--- src/rtl/u8pt_pkg.sv ---
package u8pt_pkg;

    localparam int COUNT_BITS_DEF = 32;
    localparam int OUT_BITS       = 32;
    localparam int CP_BITS        = 21;

    // Lead byte patterns.
    localparam logic [7:0] ASCII_MAX  = 8'h7F;
    localparam logic [7:0] LEAD2_MASK = 8'hE0;
    localparam logic [7:0] LEAD2_PAT  = 8'hC0;
    localparam logic [7:0] LEAD3_MASK = 8'hF0;
    localparam logic [7:0] LEAD3_PAT  = 8'hE0;
    localparam logic [7:0] LEAD2_BITS = 8'h1F;
    localparam logic [7:0] LEAD3_BITS = 8'h0F;
    localparam logic [7:0] LEAD4_BITS = 8'h07;
    localparam logic [7:0] CONT_BITS  = 8'h3F;

    localparam logic [CP_BITS-1:0] BMP_MAX   = 21'h00FFFF;
    localparam logic [CP_BITS-1:0] LINE_FEED = 21'h00000A;

    typedef struct packed {
        logic [OUT_BITS-1:0] start_offset;
        logic [OUT_BITS-1:0] line_number;
        logic [OUT_BITS-1:0] column_number;
        logic [OUT_BITS-1:0] u16_offset;
        logic [CP_BITS-1:0]  cp_value;
        logic                is_end;
        logic                last;
    } t_rec;

endpackage

--- src/rtl/u8pt_if.sv ---
interface u8pt_in_if;
    logic       valid;
    logic       ready;
    logic [7:0] text_byte;
    logic       final_byte;

    modport source (output valid, output text_byte, output final_byte, input ready);
    modport sink   (input valid, input text_byte, input final_byte, output ready);
endinterface

interface u8pt_out_if;
    logic        valid;
    logic        ready;
    logic [31:0] start_offset;
    logic [31:0] line_number;
    logic [31:0] column_number;
    logic [31:0] u16_offset;
    logic [20:0] cp_value;
    logic        is_end;
    logic        last;

    modport source (output valid, output start_offset, output line_number,
                    output column_number, output u16_offset, output cp_value,
                    output is_end, output last, input ready);
    modport sink   (input valid, input start_offset, input line_number,
                    input column_number, input u16_offset, input cp_value,
                    input is_end, input last, output ready);
endinterface

--- src/rtl/u8pt_core.sv ---
module u8pt_core #(
    parameter int COUNT_BITS = u8pt_pkg::COUNT_BITS_DEF
) (
    input  logic              i_clk,
    input  logic              i_rst_n,
    input  logic              i_fire,
    input  logic [7:0]        i_text_byte,
    input  logic              i_final_byte,
    output u8pt_pkg::t_rec    o_rec0,
    output u8pt_pkg::t_rec    o_rec1,
    output logic [1:0]        o_count
);
    import u8pt_pkg::*;

    logic [COUNT_BITS-1:0] r_byte_count, n_byte_count;
    logic [COUNT_BITS-1:0] r_seq_start,  n_seq_start;
    logic [COUNT_BITS-1:0] r_line,       n_line;
    logic [COUNT_BITS-1:0] r_col,        n_col;
    logic [COUNT_BITS-1:0] r_units,      n_units;
    logic [CP_BITS-1:0]    r_pv,         n_pv;
    logic [1:0]            r_rem,        n_rem;

    logic                  done;
    logic [1:0]            cp_units;
    logic [COUNT_BITS-1:0] upd_line, upd_col, upd_units;
    t_rec                  cp_rec, end_rec;

    function automatic logic [COUNT_BITS-1:0] f_sat_add(
        input logic [COUNT_BITS-1:0] x,
        input logic [1:0]            k
    );
        logic [COUNT_BITS:0] s;
        s = {1'b0, x} + {{(COUNT_BITS-1){1'b0}}, k};
        return s[COUNT_BITS] ? '1 : s[COUNT_BITS-1:0];
    endfunction

    always_comb begin
        n_seq_start = r_seq_start;
        n_pv        = r_pv;
        n_rem       = r_rem;
        if (r_rem == 2'd0) begin
            n_seq_start = r_byte_count;
            if (i_text_byte <= ASCII_MAX) begin
                n_pv  = CP_BITS'(i_text_byte);
                n_rem = 2'd0;
            end else if ((i_text_byte & LEAD2_MASK) == LEAD2_PAT) begin
                n_pv  = CP_BITS'(i_text_byte & LEAD2_BITS);
                n_rem = 2'd1;
            end else if ((i_text_byte & LEAD3_MASK) == LEAD3_PAT) begin
                n_pv  = CP_BITS'(i_text_byte & LEAD3_BITS);
                n_rem = 2'd2;
            end else begin
                // Anything else, stray continuation bytes included, opens four bytes.
                n_pv  = CP_BITS'(i_text_byte & LEAD4_BITS);
                n_rem = 2'd3;
            end
        end else begin
            n_pv  = CP_BITS'({r_pv, i_text_byte[5:0] & CONT_BITS[5:0]});
            n_rem = r_rem - 2'd1;
        end
        done         = (n_rem == 2'd0);
        n_byte_count = f_sat_add(r_byte_count, 2'd1);

        cp_units  = (n_pv > BMP_MAX) ? 2'd2 : 2'd1;
        upd_units = r_units;
        upd_line  = r_line;
        upd_col   = r_col;
        if (done) begin
            upd_units = f_sat_add(r_units, cp_units);
            if (n_pv == LINE_FEED) begin
                upd_line = f_sat_add(r_line, 2'd1);
                upd_col  = COUNT_BITS'(1);
            end else begin
                upd_col  = f_sat_add(r_col, cp_units);
            end
        end

        cp_rec.start_offset  = OUT_BITS'(n_seq_start);
        cp_rec.line_number   = OUT_BITS'(r_line);
        cp_rec.column_number = OUT_BITS'(r_col);
        cp_rec.u16_offset    = OUT_BITS'(r_units);
        cp_rec.cp_value      = n_pv;
        cp_rec.is_end        = 1'b0;
        cp_rec.last          = !i_final_byte;

        end_rec.start_offset  = OUT_BITS'(n_byte_count);
        end_rec.line_number   = OUT_BITS'(upd_line);
        end_rec.column_number = OUT_BITS'(upd_col);
        end_rec.u16_offset    = OUT_BITS'(upd_units);
        end_rec.cp_value      = '0;
        end_rec.is_end        = 1'b1;
        end_rec.last          = 1'b1;

        o_rec0  = done ? cp_rec : end_rec;
        o_rec1  = end_rec;
        o_count = {1'b0, done} + {1'b0, i_final_byte};
    end

    always_ff @(posedge i_clk) begin
        if (!i_rst_n) begin
            r_byte_count <= '0;
            r_seq_start  <= '0;
            r_line       <= COUNT_BITS'(1);
            r_col        <= COUNT_BITS'(1);
            r_units      <= '0;
            r_pv         <= '0;
            r_rem        <= 2'd0;
        end else if (i_fire) begin
            if (i_final_byte) begin
                // The end record closes the text and the next byte starts a new one.
                r_byte_count <= '0;
                r_seq_start  <= '0;
                r_line       <= COUNT_BITS'(1);
                r_col        <= COUNT_BITS'(1);
                r_units      <= '0;
                r_pv         <= '0;
                r_rem        <= 2'd0;
            end else begin
                r_byte_count <= n_byte_count;
                r_seq_start  <= n_seq_start;
                r_line       <= upd_line;
                r_col        <= upd_col;
                r_units      <= upd_units;
                r_pv         <= done ? '0 : n_pv;
                r_rem        <= n_rem;
            end
        end
    end

endmodule

--- src/rtl/utf8_position_tracker.sv ---
// UTF-8 position tracker.
// The input channel takes one byte of UTF-8 text per beat, with final_byte set on the
// last byte of a text. The output channel gives one record per completed code point:
// its start byte offset, the line, UTF-16 column and UTF-16 offset before it, and its
// value. The final byte is followed by an end record with is_end set, carrying the total
// byte count and the position after the text; last marks the final record of a byte.
// A byte is held in the input register and then decoded into a four-entry result
// queue, from which its records are offered on the output channel.
// Throughput is one byte per cycle while the queue has room, limited by the single
// update of the position counters per cycle; a byte that yields both a code point and
// the end record puts two records into the queue.
// The input register only moves into the queue when two entries are free, so a
// stalled receiver fills the queue and then drops input ready; nothing is lost.
// Reset empties the queue and the input register and returns the counters to the
// start of a text (line 1, column 1, offsets 0). A truncated last sequence is dropped.
module utf8_position_tracker #(
    parameter int COUNT_BITS = u8pt_pkg::COUNT_BITS_DEF
) (
    input  logic              i_clk,
    input  logic              i_rst_n,
    u8pt_in_if.sink           i_in,
    u8pt_out_if.source        o_out
);
    import u8pt_pkg::*;

    localparam int DEPTH = 4;

    logic       r_in_valid;
    logic [7:0] r_in_byte;
    logic       r_in_final;
    logic       fire;

    t_rec       rec0, rec1;
    logic [1:0] push_count;

    t_rec       r_mem [DEPTH];
    logic [1:0] r_wr_ptr, r_rd_ptr;
    logic [2:0] r_fill, n_fill;
    logic       pop;

    assign fire       = r_in_valid && (r_fill <= 3'd2);
    assign i_in.ready = !r_in_valid || fire;
    assign pop        = o_out.valid && o_out.ready;

    always_ff @(posedge i_clk) begin
        if (!i_rst_n) begin
            r_in_valid <= 1'b0;
        end else if (i_in.ready) begin
            r_in_valid <= i_in.valid;
        end
    end

    always_ff @(posedge i_clk) begin
        if (i_in.ready && i_in.valid) begin
            r_in_byte  <= i_in.text_byte;
            r_in_final <= i_in.final_byte;
        end
    end

    u8pt_core #(
        .COUNT_BITS (COUNT_BITS)
    ) u_core (
        .i_clk        (i_clk),
        .i_rst_n      (i_rst_n),
        .i_fire       (fire),
        .i_text_byte  (r_in_byte),
        .i_final_byte (r_in_final),
        .o_rec0       (rec0),
        .o_rec1       (rec1),
        .o_count      (push_count)
    );

    always_comb begin
        n_fill = r_fill - {2'b00, pop};
        if (fire) begin
            n_fill = n_fill + {1'b0, push_count};
        end
    end

    always_ff @(posedge i_clk) begin
        if (!i_rst_n) begin
            r_wr_ptr <= '0;
            r_rd_ptr <= '0;
            r_fill   <= '0;
        end else begin
            r_fill <= n_fill;
            if (pop) begin
                r_rd_ptr <= r_rd_ptr + 2'd1;
            end
            if (fire) begin
                r_wr_ptr <= r_wr_ptr + push_count;
            end
        end
    end

    always_ff @(posedge i_clk) begin
        if (fire && (push_count != 2'd0)) begin
            r_mem[r_wr_ptr] <= rec0;
        end
        if (fire && (push_count == 2'd2)) begin
            r_mem[r_wr_ptr + 2'd1] <= rec1;
        end
    end

    assign o_out.valid         = (r_fill != 3'd0);
    assign o_out.start_offset  = r_mem[r_rd_ptr].start_offset;
    assign o_out.line_number   = r_mem[r_rd_ptr].line_number;
    assign o_out.column_number = r_mem[r_rd_ptr].column_number;
    assign o_out.u16_offset    = r_mem[r_rd_ptr].u16_offset;
    assign o_out.cp_value      = r_mem[r_rd_ptr].cp_value;
    assign o_out.is_end        = r_mem[r_rd_ptr].is_end;
    assign o_out.last          = r_mem[r_rd_ptr].last;

endmodule

--- src/flat_wrapper.sv ---
// flat-port wrapper written by rule: the top's interface ports become plain ports
module utf8_position_tracker_flat import u8pt_pkg::*;
#(
    parameter int COUNT_BITS = u8pt_pkg::COUNT_BITS_DEF
)
  (i_clk, i_rst_n, i_in_valid, i_in_text_byte, i_in_final_byte, i_in_ready, o_out_valid, o_out_start_offset, o_out_line_number, o_out_column_number, o_out_u16_offset, o_out_cp_value, o_out_is_end, o_out_last, o_out_ready);
  u8pt_in_if i_in_i ();
  u8pt_out_if o_out_i ();
  input  logic i_clk;
  input  logic i_rst_n;
  input wire logic [$bits(i_in_i.valid)-1:0] i_in_valid;
  input wire logic [$bits(i_in_i.text_byte)-1:0] i_in_text_byte;
  input wire logic [$bits(i_in_i.final_byte)-1:0] i_in_final_byte;
  output wire logic [$bits(i_in_i.ready)-1:0] i_in_ready;
  output wire logic [$bits(o_out_i.valid)-1:0] o_out_valid;
  output wire logic [$bits(o_out_i.start_offset)-1:0] o_out_start_offset;
  output wire logic [$bits(o_out_i.line_number)-1:0] o_out_line_number;
  output wire logic [$bits(o_out_i.column_number)-1:0] o_out_column_number;
  output wire logic [$bits(o_out_i.u16_offset)-1:0] o_out_u16_offset;
  output wire logic [$bits(o_out_i.cp_value)-1:0] o_out_cp_value;
  output wire logic [$bits(o_out_i.is_end)-1:0] o_out_is_end;
  output wire logic [$bits(o_out_i.last)-1:0] o_out_last;
  input wire logic [$bits(o_out_i.ready)-1:0] o_out_ready;
  assign i_in_i.valid = i_in_valid;
  assign i_in_i.text_byte = i_in_text_byte;
  assign i_in_i.final_byte = i_in_final_byte;
  assign i_in_ready = i_in_i.ready;
  assign o_out_valid = o_out_i.valid;
  assign o_out_start_offset = o_out_i.start_offset;
  assign o_out_line_number = o_out_i.line_number;
  assign o_out_column_number = o_out_i.column_number;
  assign o_out_u16_offset = o_out_i.u16_offset;
  assign o_out_cp_value = o_out_i.cp_value;
  assign o_out_is_end = o_out_i.is_end;
  assign o_out_last = o_out_i.last;
  assign o_out_i.ready = o_out_ready;
  utf8_position_tracker #(.COUNT_BITS(COUNT_BITS)) u_core (.i_clk(i_clk), .i_rst_n(i_rst_n), .i_in(i_in_i), .o_out(o_out_i));
endmodule
--- config.mk ---
export PLATFORM = sky130hd
export DESIGN_NAME = utf8_position_tracker_flat
export DESIGN_NICKNAME = d
export VERILOG_FILES = /design/src/rtl/u8pt_pkg.sv /design/src/rtl/u8pt_if.sv /design/src/rtl/u8pt_core.sv /design/src/rtl/utf8_position_tracker.sv /design/src/flat_wrapper.sv
export SDC_FILE = /design/constraint.sdc
export NUM_CORES = 1
export LEC_CHECK = 0
export ABC_CLOCK_PERIOD_IN_PS = 11700
export BUFFER_PORTS_ARGS = -buffer_cell sky130_fd_sc_hd__buf_2
export CAP_MARGIN = 20
export CORE_ASPECT_RATIO = 1.75
export CORE_MARGIN = 1.5
export CORE_UTILIZATION = 45
export DETAILED_ROUTE_END_ITERATION = 8
export SKIP_CTS_REPAIR_TIMING = 1
export SLEW_MARGIN = 40
export SYNTH_ARGS = -nofsm -noshare
export SYNTH_HDL_FRONTEND = slang
export SYNTH_SLANG_ARGS = --single-unit
--- constraint.sdc ---
create_clock -name i_clk -period 11.7 [get_ports i_clk]
set_input_delay 1.755 -clock i_clk [delete_from_list [all_inputs] [get_ports i_clk]]
set_output_delay 1.755 -clock i_clk [all_outputs]
set_load 0.005 [all_outputs]
==> results_dict.tcl, run 1 <==
set metrics [dict create \
    status "finished clean" \
    startpoint_type "register" \
    diodes 0 \
    synth_enable_flop_cells 521 \
    port_buffers 165 \
    core_area_um2 89100 \
    initial_core_util_pct 45.3 \
    hold_class "reg2reg" \
    remaining_drc_errors 0 \
    hold_violations 0 \
    crit_type "reg2out" \
    place_congestion 0.925 \
    finalSetupViolCount 0 \
    cts.clk_slew.worst_paths_ns 0.06 \
    antenna_found_initial 2 \
    combinationalPowerShare_pct 20.3 \
    vias 32461 \
    antenna_left 0 \
    syn_area_um2 40300 \
    drt_iter0_markers 3485 \
    cts_num_sinks 800 \
    rsz0062_at_grt "false" \
    yosysUniqueCellTypes 93 \
    ys_seq_area_share_pct 52.6 \
    avgSynthCellArea_um2 11.2 \
    seq_power_share_pct 44.6 \
    finalCritPeriodShare_pct 43.6 \
    required_ns 9.95 \
    grt_util_met3_pct 4.30 \
    synth_warnings 0 \
    synth_area_leaders "edfxtp_1 (39%), dfxtp_1 (14%), mux4_2 (8.4%)" \
    tritoncts.num_buffers 75 \
    grt_pass1_vias 31720 \
    power_frac_clock_pct 35.1 \
    htreeDepth 3 \
    yosysTopAreaCell "edfxtp_1" \
    met2_usage_pct 52.0 \
    fin_nets 3550 \
    async_reset_ff_share_pct 0 \
    min_period_ns 5.10 \
    p_sw_share_pct 28.9 \
    drv_cap 0 \
    wl_per_cell_um 29.0 \
    cts_root_buf "clkbuf_16" \
    power.density_nw_per_um2 165 \
    area_growth_pct 10.1 \
    worst_pin_slew_ns 0.891 \
    arrival_ns 3.35 \
    hpwl_um 84300 \
    maxSlewHeadroom_pct 40.6 \
    placed_cells 4618 \
    die_w_um 229 \
    path_max_fanout 42 \
    cp-end-kind "output pin" \
    dr.pass1.iters 8 \
    peakVddDrop_uv 91.9 \
    cts_tree "built" \
    fin_tns_setup_ns 0 \
    p_sw_uw 2120 \
    clock_latency_ns 0.67 \
    grt_pass1_wl_um 204000 \
    grt_remaining_overflow 0 \
    stdcell_count 4755 \
    p_leak_uw 0.0140 \
    max_freq_mhz 196 \
    dieArea_um2 91500 \
    grt_max_degree 111 \
    drive_gt1_share_pct 18.6 \
    synthCells 3606 \
    yosysTopAreaCellShare_pct 38.8 \
    dieHeight_um 399 \
    grt_busiest_layer "met2" \
    ios 166 \
    synth_ff_type "edfxtp_1" \
    vias_per_cell 6.83 \
    synth_fp_nets 3635 \
    slew_viol_final 0 \
    routed_wirelength_um 138000 \
    clock_path_buffers 3 \
    finalClockSkew_ns 0.0343 \
    use_met1_pct 35.5 \
    num_rows 145 \
    p_int_uw 5210 \
    synth-seq-cells 800 \
    grtUsageTotal_pct 29.6 \
    hold_ws_ns 0.448 \
]
-- cell families (layout without fill, tap and decap cells) --
family                   after synthesis  in the layout  share of synthesized area (%)
AO/OA/AOI/OAI                       1191           1191                           20.5
AND/OR/NAND/NOR                      936            936                           11.8
flip-flops                           800            800                           52.6
buffers and inverters                446            419                           4.54
multiplexers                         185            185                           9.28
XOR/XNOR                              32             32                          0.695
adder cells (fa/ha/maj)               16             16                          0.552
-- final timing paths --
kind	from	endpoint	slack (ns)	cells after the start
setup / recovery	register	o_out_u16_offset[24]	6.60	4
hold / removal	u_core.r_mem[2][8]	u_core.r_mem[2][8]	0.45	2
setup reg to reg	u_core.u_core.r_pv[10]	u_core.r_mem[2][38]	7.10	13
hold reg to reg	u_core.r_mem[2][8]	u_core.r_mem[2][8]	0.45	2
-- metrics by stage --
step	power [µW]	util (%)	setup WS, ns	cell area [µm²]
5_1_grt	7540	49.8	6.38	44400
6_report	7320	49.8	6.60	44400
3_5_place_dp	4820	47.0	6.99	41800
3_3_place_gp	4790	46.8	6.33	41700
4_1_cts	7360	49.8	6.27	44400
2_1_floorplan	4180	-	4.34	40300
-- per-layer routing --
layer,vias to the layer above,part of all wire [%]
li1,14034,-
met3,407,7.4
met1,16352,37
met2,1666,51
met5,-,0.0094
met4,2,5.0
-- layout by cell type, fill, tap and decap left out, drive strengths merged, types with 13 or more instances in the layout --
cell and instances:
or4 13, edfxtp 521, o221a 49, ha 13, clkbuf 101, nand4 46
inv 45, o21ai 262, a22oi 23, nand2 329, clkinv 21, o31ai 13
buf 241, nand3 98, o21a 13, a22o 123, and3 38, a2bb2oi 14
or3 22, mux4 151, a31oi 80, dfxtp 279, a311oi 28, a32o 93
nor3 85, a21oi 221, mux2i 32, nor4 44, nor2 192, xor2 15
a41oi 14, a211oi 46, xnor2 17, o22ai 141, and4 21, o2bb2ai 14
-- registers in the layout, indices dropped and copies added (netlist names), 2 cells and up, named ones only --
| register | count |
|---|---|
| u_core.r_rd_ptr | 2 |
| u_core.r_wr_ptr | 2 |
| u_core.u_core.r_rem | 2 |
| u_core.u_core.r_byte_count | 32 |
| u_core.u_core.r_col | 32 |
| u_core.r_fill | 3 |
| u_core.u_core.r_seq_start | 32 |
| u_core.u_core.r_pv | 15 |
| u_core.u_core.r_line | 32 |
| u_core.r_mem | 604 |
| u_core.r_in_byte | 8 |
| u_core.u_core.r_units | 32 |
-- area by class of cell --
class / instances / area, µm²
fill: 7842 / 44700
sequential: 800 / 21200
multi-input combinational: 2360 / 17500
clock buffer: 101 / 2160
timing repair buffer: 241 / 1500
tap: 1176 / 1470
clock inverter: 34 / 363
inverter: 43 / 191
-- cell usage after synthesis (all sizes together) (85+ instances only) --
| master | n |
|---|---|
| edfxtp | 521 |
| nand2 | 329 |
| clkbuf | 281 |
| dfxtp | 279 |
| o21ai | 262 |
| a21oi | 221 |
| nor2 | 192 |
| mux4 | 151 |
| o22ai | 141 |
| a22o | 123 |
| buf | 122 |
| nand3 | 98 |
| a32o | 93 |
| nor3 | 85 |
-- power by group through the flow --
| stage | sequential (µW) | combinational (µW) | clock, µW |
|---|---|---|---|
| 6_report | 3270 | 1490 | 2570 |
| 5_1_grt | 3280 | 1580 | 2690 |
| 4_1_cts | 3270 | 1500 | 2600 |
| 3_5_place_dp | 3330 | 1490 | 0 |
| 3_3_place_gp | 3350 | 1440 | 0 |
| 2_1_floorplan | 3280 | 908 | 0 |
-- critical path: stages (launching register included) --
cell and delay (ns):
dfxtp_4 0.60, buf_6 0.50, buf_6 0.63, mux4_2 0.68, buf_2 0.17
(Power assumes the default switching activity.)
==> run 2, diff against run 1 <==
Settings changed: ABC_CLOCK_PERIOD_IN_PS 11700 to 4100.
Clock period 11.7 ns to 4.1 ns, I/O delays scaled along.
==> results_dict.tcl, run 2 (synthesis gave the netlist of run 1 again) <==
set metrics [dict create \
    power.density_nw_per_um2 468 \
    status "finished clean" \
    fin_nets 3608 \
    regMostFlops "u_core.r_mem" \
    seq_power_share_pct 44.1 \
    slew_viol_final 0 \
    vias_per_cell 6.79 \
    peakVddDrop_uv 303 \
    worstPathCellList "nor3_1, nand2_1, nand2_1, ha_1, inv_1, fa_1, nand2b_1, or3_1, or2_1, nor3_1, mux2i_1, o21ai_0" \
    antenna_left 0 \
    grt_max_degree 79 \
    required_ns 4.50 \
    maxSlewHeadroom_pct 39.0 \
    max_stage_delay_ns 0.50 \
    core_area_um2 89100 \
    cp_slowest_cell "or3_1" \
    remaining_drc_errors 0 \
    finalCritPeriodShare_pct 94.1 \
    num_rows 145 \
    p_sw_uw 6130 \
    power_frac_clock_pct 34.9 \
    largest_register_ffs 604 \
    place_congestion 0.920 \
    combinationalPowerShare_pct 21.1 \
    final_cell_mix "edfxtp_1 (521), nand2_1 (323), dfxtp_1 (277)" \
    area_growth_pct 11.8 \
    drv_cap 0 \
    diodes 0 \
    arrival_ns 4.26 \
    tritoncts.num_buffers 75 \
    startpoint_type "register" \
    hold_violations 0 \
    ios 166 \
    routed_wirelength_um 138000 \
    worst_pin_slew_ns 0.916 \
    hpwl_um 86300 \
    dp_slack_ns 0.244 \
    cts.clk_slew.worst_paths_ns 0.06 \
    htreeDepth 3 \
    max_freq_mhz 259 \
    p_leak_uw 0.0144 \
    grt_pass1_vias 32360 \
    path_max_fanout 7 \
    wl_per_cell_um 28.6 \
    finalWorstSetupSlack_ns 0.241 \
    dr.pass1.iters 6 \
    finalSetupViolCount 0 \
    power_uw 21100 \
    die_w_um 229 \
    vias 32697 \
    placed_cells 4677 \
    p_int_uw 15000 \
    cts_root_buf "clkbuf_16" \
    cts_num_sinks 800 \
    clock_path_buffers 3 \
    stdcell_count 4815 \
    port_buffers 165 \
    grt_pass1_wl_um 204000 \
    fin_tns_setup_ns 0 \
    clock_latency_ns 0.68 \
    final_common_cell "edfxtp_1" \
    rsz0062_at_grt "false" \
    dieHeight_um 399 \
    finalClockSkew_ns 0.0335 \
    dieArea_um2 91500 \
    hold_class "in2reg" \
    drive_gt1_share_pct 19.7 \
    grt_remaining_overflow 0 \
    antenna_found_initial 4 \
    grtUsageTotal_pct 29.6 \
    initial_core_util_pct 45.3 \
    cts_tree "built" \
    hold_ws_ns 0.127 \
    min_period_ns 3.86 \
    drt_iter0_markers 3376 \
    cp-end-kind "register" \
    p_sw_share_pct 29.0 \
    crit_type "reg2reg" \
]
run 2: cell types whose count changed in the layout (fill, tap and decap cells not counted), moves of 5 or more:
cell	delta
buf_12	+24
clkbuf_8	+6
buf_4	+43
buf_6	-9
clkbuf_16	-5
run 2: power by group through the flow:
| stage | clock (µW) | combinational (µW) | sequential [µW] |
|---|---|---|---|
| final | 7360 | 4450 | 9300 |
| after global routing | 7700 | 4700 | 9350 |
| after CTS | 7430 | 4470 | 9310 |
| after detailed placement | 0 | 4450 | 9480 |
| after global placement | 0 | 4440 | 9460 |
| after floorplan | 0 | 2630 | 9310 |
run 2: routing by layer:
metal / global-route usage [%] / vias up / part of all wire, % / wire length [µm]
li1: - / 14157 / - / -
met1: 34.9 / 16411 / 36 / 49900
met2: 52.5 / 1724 / 51 / 70600
met3: 4.06 / 403 / 7.4 / 10200
met4: 15.5 / 2 / 5.0 / 6860
met5: 0 / - / 0.0094 / 13
run 2: worst max-delay path: cells and delay by family, from the launching register on:
family                     cells  cell delay, ns
adders and majority gates      2            0.62
buffers and inverters          1            0.06
DFF                            1            0.38
and+or+nand+nor                7            2.03
muxes                          1            0.37
AOI/OAI and AO/OA              1            0.15
run 2: per-stage QoR:
step                      instance area (µm²)  util [%]
final                                   45100      50.6
after CTS                               45000      50.6
after floorplan                         40500         -
after detailed placement                42500      47.7
after global placement                  42500      47.7
after global routing                    45100      50.6
run 2: final timing paths:
check,from,to,slack (ns),cells after the start
max,u_core.u_core.r_pv[10],u_core.r_mem[2][45],0.24,12
min,i_in_text_byte[2],u_core.r_in_byte[2],0.13,1
max reg2reg,u_core.u_core.r_pv[10],u_core.r_mem[2][45],0.24,12
min reg2reg,u_core.u_core.r_pv[0],u_core.u_core.r_pv[0],0.46,2
run 2: area by class of cell:
class,instances,area [µm²]
multi-input combinational,2360,17500
inverter,43,180
tap,1176,1470
fill,7858,44000
timing repair buffer,299,2200
clock buffer,104,2130
sequential,800,21200
clock inverter,33,390
